[src/rtl/core/rna_pkg.sv]
`default_nettype none
package rna_pkg;

    localparam int WORD_W = 32;
    localparam int DEN_W  = 31;
    localparam int CNT_W  = $clog2(WORD_W);

    localparam logic [2:0] OP_ADD = 3'd0;
    localparam logic [2:0] OP_SUB = 3'd1;
    localparam logic [2:0] OP_MUL = 3'd2;
    localparam logic [2:0] OP_DIV = 3'd3;
    localparam logic [2:0] OP_NEG = 3'd4;

    typedef struct packed {
        logic [2:0]               operation;
        logic signed [WORD_W-1:0] a_numer;
        logic [DEN_W-1:0]         a_denom;
        logic signed [WORD_W-1:0] b_numer;
        logic [DEN_W-1:0]         b_denom;
    } t_in;

    typedef struct packed {
        logic signed [WORD_W-1:0] result_numer;
        logic [DEN_W-1:0]         result_denom;
        logic                     a_less;
        logic                     a_equal;
        logic                     error;
    } t_out;

endpackage
`default_nettype wire

[src/rtl/core/rna_mul.sv]
`default_nettype none
module rna_mul import rna_pkg::*; (
    input  wire logic                       i_clk,
    input  wire logic signed [WORD_W:0]     i_a,
    input  wire logic signed [WORD_W:0]     i_b,
    output logic signed [2*WORD_W+1:0]      o_p
);

    always_ff @(posedge i_clk) begin
        o_p <= i_a * i_b;
    end

endmodule
`default_nettype wire

[src/rtl/core/rna_div.sv]
`default_nettype none
// Restoring divider, one quotient bit per cycle.
module rna_div import rna_pkg::*; (
    input  wire logic              i_clk,
    input  wire logic              i_rst_n,
    input  wire logic              i_start,
    input  wire logic [WORD_W-1:0] i_num,
    input  wire logic [WORD_W-1:0] i_den,
    output logic                   o_done,
    output logic [WORD_W-1:0]      o_quo
);

    logic [WORD_W-1:0] r_rem;
    logic [WORD_W-1:0] r_q;
    logic [WORD_W-1:0] r_den;
    logic [CNT_W-1:0]  r_cnt;
    logic              r_busy;
    logic              r_done;
    logic [WORD_W:0]   rem_sh;
    logic [WORD_W:0]   diff;

    assign rem_sh = {r_rem, r_q[WORD_W-1]};
    assign diff   = rem_sh - {1'b0, r_den};

    always_ff @(posedge i_clk) begin
        if (!i_rst_n) begin
            r_busy <= 1'b0;
            r_done <= 1'b0;
        end else begin
            r_done <= 1'b0;
            if (i_start) begin
                r_rem  <= '0;
                r_q    <= i_num;
                r_den  <= i_den;
                r_cnt  <= '0;
                r_busy <= 1'b1;
            end else if (r_busy) begin
                if (!diff[WORD_W]) begin
                    r_rem <= diff[WORD_W-1:0];
                    r_q   <= {r_q[WORD_W-2:0], 1'b1};
                end else begin
                    r_rem <= rem_sh[WORD_W-1:0];
                    r_q   <= {r_q[WORD_W-2:0], 1'b0};
                end
                r_cnt <= r_cnt + 1'b1;
                if (r_cnt == CNT_W'(WORD_W - 1)) begin
                    r_busy <= 1'b0;
                    r_done <= 1'b1;
                end
            end
        end
    end

    assign o_done = r_done;
    assign o_quo  = r_q;

endmodule
`default_nettype wire

[src/rtl/core/rna_gcd.sv]
`default_nettype none
// Binary gcd: one shift or one subtract per cycle.
module rna_gcd import rna_pkg::*; (
    input  wire logic              i_clk,
    input  wire logic              i_rst_n,
    input  wire logic              i_start,
    input  wire logic [WORD_W-1:0] i_x,
    input  wire logic [WORD_W-1:0] i_y,
    output logic                   o_done,
    output logic [WORD_W-1:0]      o_g
);

    logic [WORD_W-1:0] r_x;
    logic [WORD_W-1:0] r_y;
    logic [WORD_W-1:0] r_g;
    logic [CNT_W-1:0]  r_k;
    logic              r_busy;
    logic              r_done;

    always_ff @(posedge i_clk) begin
        if (!i_rst_n) begin
            r_busy <= 1'b0;
            r_done <= 1'b0;
        end else begin
            r_done <= 1'b0;
            if (i_start) begin
                r_x    <= i_x;
                r_y    <= i_y;
                r_k    <= '0;
                r_busy <= 1'b1;
            end else if (r_busy) begin
                if (r_x == '0 || r_y == '0) begin
                    r_g    <= (r_x | r_y) << r_k;
                    r_done <= 1'b1;
                    r_busy <= 1'b0;
                end else if (!r_x[0] && !r_y[0]) begin
                    r_x <= r_x >> 1;
                    r_y <= r_y >> 1;
                    r_k <= r_k + 1'b1;
                end else if (!r_x[0]) begin
                    r_x <= r_x >> 1;
                end else if (!r_y[0]) begin
                    r_y <= r_y >> 1;
                end else if (r_x >= r_y) begin
                    r_x <= r_x - r_y;
                end else begin
                    r_y <= r_y - r_x;
                end
            end
        end
    end

    assign o_done = r_done;
    assign o_g    = r_g;

endmodule
`default_nettype wire

[src/rtl/core/rational_number_alu_top.sv]
// Channel   Direction  Handshake            Payload
// input     in         i_valid / o_ready    i_data (t_in)
// result    out        o_valid / i_ready    o_data (t_out)
//
// One item at a time; o_ready is high only while the sequencer is idle.
// Add/subtract: binary gcd of the denominators, two bit-serial divides, then multiplies.
// Multiply/divide: multiplies, then a gcd of the result and two divides to reduce it;
// negate and pass-through skip the gcd and the divider.
// A finished result sits in the output register; the next item is taken while it waits.
// Reset is synchronous, active low, and empties the block.
`default_nettype none
module rational_number_alu_top import rna_pkg::*; (
    input  wire logic i_clk,
    input  wire logic i_rst_n,
    input  wire logic i_valid,
    output logic      o_ready,
    input  wire t_in  i_data,
    output logic      o_valid,
    input  wire logic i_ready,
    output t_out      o_data
);

    typedef enum logic [4:0] {
        S_IDLE, S_CMP_A, S_CMP_B, S_CMP_C, S_MUL_D, S_MUL_E, S_NORM,
        S_NGCD, S_NDIVN, S_NDIVD, S_AGCD, S_ADIVA, S_ADIVB,
        S_AMUL_A, S_AMUL_B, S_AMUL_C, S_AMUL_D, S_FIN
    } t_state;

    t_state                    r_state;
    logic [2:0]                r_op;
    logic signed [WORD_W-1:0]  r_an;
    logic signed [WORD_W-1:0]  r_bn;
    logic [DEN_W-1:0]          r_ad;
    logic [DEN_W-1:0]          r_bd;
    logic signed [2*WORD_W-1:0] r_lhs;
    logic [WORD_W-1:0]         r_nm;
    logic [WORD_W-1:0]         r_dm;
    logic [WORD_W-1:0]         r_g;
    logic [WORD_W-1:0]         r_qa;
    logic [WORD_W-1:0]         r_ta;
    logic [WORD_W-1:0]         r_rn;
    logic [WORD_W-1:0]         r_rd;
    logic                      r_neg;
    logic                      r_less;
    logic                      r_eq;
    logic                      r_err;
    logic                      r_ovalid;
    t_out                      r_out;

    logic signed [WORD_W:0]     mul_a;
    logic signed [WORD_W:0]     mul_b;
    logic signed [2*WORD_W+1:0] mul_p;
    logic                       gcd_start;
    logic [WORD_W-1:0]          gcd_x;
    logic [WORD_W-1:0]          gcd_y;
    logic                       gcd_done;
    logic [WORD_W-1:0]          gcd_g;
    logic                       div_start;
    logic [WORD_W-1:0]          div_num;
    logic [WORD_W-1:0]          div_den;
    logic                       div_done;
    logic [WORD_W-1:0]          div_quo;
    logic [WORD_W-1:0]          abs_nm;
    logic [WORD_W-1:0]          abs_dm;
    logic                       fin_err;

    assign abs_nm  = r_nm[WORD_W-1] ? (~r_nm + 1'b1) : r_nm;
    assign abs_dm  = r_dm[WORD_W-1] ? (~r_dm + 1'b1) : r_dm;
    assign fin_err = r_err || (r_rd[DEN_W-1:0] == '0);

    always_comb begin
        mul_a = {r_an[WORD_W-1], r_an};
        mul_b = {2'b00, r_bd};
        case (r_state)
            S_CMP_B: begin
                mul_a = {2'b00, r_ad};
                mul_b = {r_bn[WORD_W-1], r_bn};
            end
            S_CMP_C: begin
                mul_b = {r_bn[WORD_W-1], r_bn};
            end
            S_MUL_D: begin
                mul_a = {2'b00, r_ad};
                mul_b = {2'b00, r_bd};
            end
            S_AMUL_A: begin
                mul_b = {1'b0, div_quo};
            end
            S_AMUL_B: begin
                mul_a = {r_bn[WORD_W-1], r_bn};
                mul_b = {1'b0, r_qa};
            end
            S_AMUL_C: begin
                mul_a = {1'b0, r_qa};
                mul_b = {2'b00, r_bd};
            end
            default: begin
            end
        endcase
    end

    always_comb begin
        gcd_start = 1'b0;
        gcd_x     = abs_nm;
        gcd_y     = abs_dm;
        if (r_state == S_NORM && r_dm != '0) begin
            gcd_start = 1'b1;
        end else if (r_state == S_CMP_C && (r_op == OP_ADD || r_op == OP_SUB)
                     && r_ad != '0 && r_bd != '0) begin
            gcd_start = 1'b1;
            gcd_x     = {1'b0, r_ad};
            gcd_y     = {1'b0, r_bd};
        end
    end

    always_comb begin
        div_start = 1'b0;
        div_num   = r_nm;
        div_den   = gcd_g;
        case (r_state)
            S_NGCD: begin
                div_start = gcd_done;
            end
            S_NDIVN: begin
                div_start = div_done;
                div_num   = r_dm;
                div_den   = r_g;
            end
            S_AGCD: begin
                div_start = gcd_done;
                div_num   = {1'b0, r_ad};
            end
            S_ADIVA: begin
                div_start = div_done;
                div_num   = {1'b0, r_bd};
                div_den   = r_g;
            end
            default: begin
            end
        endcase
    end

    rna_mul u_mul (
        .i_clk (i_clk),
        .i_a   (mul_a),
        .i_b   (mul_b),
        .o_p   (mul_p)
    );

    rna_gcd u_gcd (
        .i_clk   (i_clk),
        .i_rst_n (i_rst_n),
        .i_start (gcd_start),
        .i_x     (gcd_x),
        .i_y     (gcd_y),
        .o_done  (gcd_done),
        .o_g     (gcd_g)
    );

    rna_div u_div (
        .i_clk   (i_clk),
        .i_rst_n (i_rst_n),
        .i_start (div_start),
        .i_num   (div_num),
        .i_den   (div_den),
        .o_done  (div_done),
        .o_quo   (div_quo)
    );

    always_ff @(posedge i_clk) begin
        if (!i_rst_n) begin
            r_state  <= S_IDLE;
            r_ovalid <= 1'b0;
            r_err    <= 1'b0;
        end else begin
            if (r_ovalid && i_ready) begin
                r_ovalid <= 1'b0;
            end
            case (r_state)
                S_IDLE: begin
                    if (i_valid) begin
                        r_op    <= i_data.operation;
                        r_an    <= i_data.a_numer;
                        r_ad    <= i_data.a_denom;
                        r_bn    <= i_data.b_numer;
                        r_bd    <= i_data.b_denom;
                        r_eq    <= (i_data.a_numer == i_data.b_numer)
                                   && (i_data.a_denom == i_data.b_denom);
                        r_err   <= 1'b0;
                        r_state <= S_CMP_A;
                    end
                end
                S_CMP_A: begin
                    r_state <= S_CMP_B;
                end
                S_CMP_B: begin
                    r_lhs   <= mul_p[2*WORD_W-1:0];
                    r_state <= S_CMP_C;
                end
                S_CMP_C: begin
                    r_less <= r_lhs < $signed(mul_p[2*WORD_W-1:0]);
                    case (r_op)
                        OP_ADD, OP_SUB: begin
                            if (r_ad == '0 || r_bd == '0) begin
                                r_err   <= 1'b1;
                                r_state <= S_FIN;
                            end else begin
                                r_state <= S_AGCD;
                            end
                        end
                        OP_MUL: begin
                            r_state <= S_MUL_D;
                        end
                        OP_DIV: begin
                            r_nm    <= r_lhs[WORD_W-1:0];
                            r_dm    <= mul_p[WORD_W-1:0];
                            r_state <= S_NORM;
                        end
                        OP_NEG: begin
                            r_rn    <= -r_an;
                            r_rd    <= {1'b0, r_ad};
                            r_state <= S_FIN;
                        end
                        default: begin
                            r_rn    <= r_an;
                            r_rd    <= {1'b0, r_ad};
                            r_state <= S_FIN;
                        end
                    endcase
                end
                S_MUL_D: begin
                    r_nm    <= mul_p[WORD_W-1:0];
                    r_state <= S_MUL_E;
                end
                S_MUL_E: begin
                    r_dm    <= mul_p[WORD_W-1:0];
                    r_state <= S_NORM;
                end
                S_NORM: begin
                    r_neg <= r_nm[WORD_W-1] ^ r_dm[WORD_W-1];
                    r_nm  <= abs_nm;
                    r_dm  <= abs_dm;
                    if (r_dm == '0) begin
                        r_err   <= 1'b1;
                        r_state <= S_FIN;
                    end else begin
                        r_state <= S_NGCD;
                    end
                end
                S_NGCD: begin
                    if (gcd_done) begin
                        r_g     <= gcd_g;
                        r_state <= S_NDIVN;
                    end
                end
                S_NDIVN: begin
                    if (div_done) begin
                        r_nm    <= div_quo;
                        r_state <= S_NDIVD;
                    end
                end
                S_NDIVD: begin
                    if (div_done) begin
                        r_rn    <= r_neg ? (~r_nm + 1'b1) : r_nm;
                        r_rd    <= div_quo;
                        r_state <= S_FIN;
                    end
                end
                S_AGCD: begin
                    if (gcd_done) begin
                        r_g     <= gcd_g;
                        r_state <= S_ADIVA;
                    end
                end
                S_ADIVA: begin
                    if (div_done) begin
                        r_qa    <= div_quo;
                        r_state <= S_ADIVB;
                    end
                end
                S_ADIVB: begin
                    if (div_done) begin
                        r_state <= S_AMUL_A;
                    end
                end
                // divider holds bd/g in its quotient register here
                S_AMUL_A: begin
                    r_state <= S_AMUL_B;
                end
                S_AMUL_B: begin
                    r_ta    <= mul_p[WORD_W-1:0];
                    r_state <= S_AMUL_C;
                end
                S_AMUL_C: begin
                    r_rn    <= (r_op == OP_ADD) ? (r_ta + mul_p[WORD_W-1:0])
                                                : (r_ta - mul_p[WORD_W-1:0]);
                    r_state <= S_AMUL_D;
                end
                S_AMUL_D: begin
                    r_rd    <= mul_p[WORD_W-1:0];
                    r_state <= S_FIN;
                end
                S_FIN: begin
                    if (!r_ovalid || i_ready) begin
                        r_out.result_numer <= fin_err ? '0 : r_rn;
                        r_out.result_denom <= fin_err ? '0 : r_rd[DEN_W-1:0];
                        r_out.a_less       <= r_less;
                        r_out.a_equal      <= r_eq;
                        r_out.error        <= fin_err;
                        r_ovalid           <= 1'b1;
                        r_state            <= S_IDLE;
                    end
                end
                default: begin
                    r_state <= S_IDLE;
                end
            endcase
        end
    end

    assign o_ready = (r_state == S_IDLE);
    assign o_valid = r_ovalid;
    assign o_data  = r_out;

endmodule
`default_nettype wire

[config.mk]
export PLATFORM = sky130hd
export DESIGN_NAME = rational_number_alu_top
export DESIGN_NICKNAME = d
export VERILOG_FILES = /design/src/rtl/core/rna_pkg.sv /design/src/rtl/core/rna_mul.sv /design/src/rtl/core/rna_div.sv /design/src/rtl/core/rna_gcd.sv /design/src/rtl/core/rational_number_alu_top.sv
export SDC_FILE = /design/constraint.sdc
export NUM_CORES = 2
export LEC_CHECK = 0
export BUFFER_PORTS_ARGS = -buffer_cell sky130_fd_sc_hd__buf_2
export CAP_MARGIN = 15
export CORE_MARGIN = 1.5
export CORE_UTILIZATION = 40
export CTS_CLUSTER_DIAMETER = 100
export DETAILED_ROUTE_END_ITERATION = 10
export GPL_TIMING_DRIVEN = 1
export SYNTH_ARGS = -nofsm -noshare
export SYNTH_HDL_FRONTEND = slang
export SYNTH_SLANG_ARGS = --single-unit
export TNS_END_PERCENT = 5
[constraint.sdc]
create_clock -name i_clk -period 8.35 [get_ports i_clk]
set_clock_uncertainty 0.05 [all_clocks]
set_input_delay 0.4175 -clock i_clk [delete_from_list [all_inputs] [get_ports i_clk]]
set_output_delay 0.4175 -clock i_clk [all_outputs]
set_load 0.05 [all_outputs]
==> results.md <==
- Die area: 205,200 um2
- CP endpoint kind: register
- Drt total wl: 348,800 um
- Routed len/inst: a little under 30 um
- Buffers on Ports: 200
- Vias: about 70,000
- GP Congestion: 1.054
- Final Max Tran Viols: 0
- CP max FO: 7
- Status: complete, but fails checks
- Clock Latency Late Sink: 0.75 ns
- Cell Rows: about 170
- CP startpoint kind: register
- Critical path class: reg2reg
- Final worst slack: -0.5877 ns
- Top_reg_cell synth: edfxtp_1
- Post-route ant nets: 0
- Sequential share of the synthesized area: 27.32%
- Clock root buffer: clkbuf_16
- Hold Violations, Final: 0
- Mapped Area: 81,020 um2
- CTS Buf Count: 92
- Nets: approximately 11,000
- Drt first pass iters: 11
- Measured slew at the worst slew-check pin: about 1.2 ns
- Crit path top cell by count: fa_1
- Avg Inst Size Synth: 9.898 um2
- DP Worst Slack: -1.248 ns
- Slew Limit Headroom: 19.88%
- Setup-failing EPs final: 35
- Post-Syn Nets: 9,889
- Max-cap violations: 0
- Synth warnings: 0
- CP max stage cell: fa_1
- Initial antenna violation count: 22
- Met2 GRT Util: a little under three fifths
- Crit path DAT: 9.51 ns
- GRT busiest layer: met2
- Violated checks: design-rule violations, negative setup slack
- I/O Pins: 201
- Ys async rst share: 0%
- Filler Cells Inserted: about 18,000
- Critical Path Max Stage Delay: about 0.59 ns
- Fin crit share: 107.0%
- Hold crit path type: in2reg
- First-pass GRT wire length: 499,900 um
- Grt ovf: 0
- Fin util: 50.10%
- DRC viols: 2
- Required time of the worst setup path: between 8 and 9 ns
- Starting Density: about two fifths
- Longest Clk Path Bufs: 3
- Number of global-route vias before repair: between 70,000 and 80,000
- Gr usage total: 34.09%
- DP HPWL: about 290,000 um
- Met1 usage: 38.91%
- Number of synthesized flops with an enable pin: ~690
- Reg clk slew, reported paths: about 0.070 ns
- Post-Synthesis Cells: 8,185
- Minimum clock period: 8.938 ns
- Via density: 5.702
- Core box area: 201,700 um2
- CTS tree: built
- Share of cells above drive strength 1: 19.83%
- Max frequency: 111.9 MHz
- DIE WIDTH: 453.0 um
- Yosys reg bits: 762
- Clk sink count: 762
- Unrepaired setup endpoints after global routing: true
- DRT iter0 DRCs: 6,975
- H-tree levels: 3
- Synth unique cells: 102
- Die Y: 453.0 um
- Met3 Usage GRT: 5.766%
- Largest net degree at the start of global routing: 76
- Area Growth Syn to Fin: 24.72%
[cells by family (layout without fill, tap and decap cells)]
| kind of cell | count (synthesis) | after routing | share of synthesized area [%] |
|---|---|---|---|
| other | 0 | 12 | 0 |
| multiplexers | 113 | 113 | 1.714 |
| AND/OR/NAND/NOR | 2251 | 2252 | 12.05 |
| adder cells (fa/ha/maj) | 1571 | 1571 | 34.72 |
| AO/OA/AOI/OAI | 1309 | 1309 | 11.47 |
| buffers and inverters | 1773 | 2957 | 8.321 |
| flip-flops | 762 | 762 | 27.32 |
| XOR/XNOR | 406 | 406 | 4.398 |
[repair_timing]
action | CTS | global route
endpoints found under the hold margin | 133 | 0
setup endpoints to repair | 45 | 45
hold buffers | 130 | 0
pin swaps | 160 | 97
gates cloned | 3 | 2
setup buffers | 91 | 26
gates resized for setup | 249 | 115
[final cells by class]
class	instances	area [um2]	area share, %
antenna	12	30.03	0.02972
clock buffer	107	2419	2.394
clock inverter	64	840.8	0.8321
inverter	1360	5107	5.055
multi-input combinational	5651	54110	53.55
sequential	762	22150	21.92
tap	2672	3343	3.309
timing repair buffer	1426	13050	12.92
[layout by cell type (no fill, tap or decap), types with 165 or more instances in the layout]
cell type and instances:
buf_4 843, o21ai_0 177, xor2_1 177, a21oi_1 227, nor2_1 897, buf_12 165
nand2_1 780, edfxtp_1 687, xnor2_1 218, fa_1 1088, ha_1 425, inv_1 1328
buf_2 200
[layer usage]
layer | part of all wire [%] | vias to the layer above
met5 | 0.0077 | -
met4 | 11 | 4
met3 | 7.8 | 1178
met2 | 47 | 3693
met1 | 35 | 34590
li1 | - | 29270
[worst paths after layout]
check | cells after the start | slack [ns] | startpoint | endpoint
setup reg to reg | 36 | -0.59 | r_state[2]$_SDFFE_PN0P_ | u_mul.o_p[61]$_DFF_P_
hold reg to reg | 0 | 0.38 | u_mul.o_p[39]$_DFF_P_ | r_lhs[39]$_DFFE_PP_
hold / removal | 1 | 0.06 | i_data[42] | r_bn[11]$_DFFE_PP_
setup / recovery | 36 | -0.59 | r_state[2]$_SDFFE_PN0P_ | u_mul.o_p[61]$_DFF_P_
[registers in the layout, indices dropped and copies added (netlist names), 31 cells and up]
name and cells:
r_an 32, r_bn 32, u_gcd.r_x 32, r_ad 31, r_dm 32, r_rn 32, r_g 32, r_bd 31
u_div.r_rem 32, r_rd 31, r_ta 32, u_gcd.o_g 32, u_div.o_quo 32, o_data 66, u_mul.o_p 64, r_lhs 64
r_qa 32, u_gcd.r_y 32, r_nm 32, u_div.r_den 32
[critical path, delay by kind of cell, from the launching register on]
kind                       cells  cell delay, ns
AOI/OAI and AO/OA              8            1.63
DFF                            1            0.39
buffers and inverters         12            1.30
and+or+nand+nor                6            0.67
adders and majority gates      9            4.56
xor gates and xnor gates       1            0.17
[synth_stat cells (all sizes together) (75+ instances only)]
library cell / number / area [um2]
a21o: 104 / 780.8
a21oi: 258 / 1306
a221oi: 104 / 935.9
a22oi: 75 / 563.0
and2: 97 / 606.8
clkbuf: 348 / 1306
dfxtp: 75 / 1501
edfxtp: 687 / 20630
fa: 1129 / 22600
ha: 442 / 5530
inv: 1355 / 5086
nand2: 791 / 2974
nor2: 921 / 3467
nor4: 87 / 580.6
o21ai: 232 / 1165
xnor2: 227 / 1996
xor2: 179 / 1568
[stage by stage]
stage | instance area (um2) | setup TNS [ns] | hold WS [ns] | cells
after floorplan | 81940 | -0.1844 | 0.3503 | 8185
after global placement | 93710 | -41.71 | 0.3647 | 11620
after detailed placement | 93720 | -34.52 | 0.3648 | 11620
after CTS | 100300 | -9.497 | 0.01004 | 12010
after global routing | 101000 | -19.70 | 0.02164 | 12050
final | 101000 | -11.88 | 0.05600 | 12050
Power is left out: the tool's default activity adds up to more than one toggle a clock period on the data nets, which glitch-free logic cannot reach.
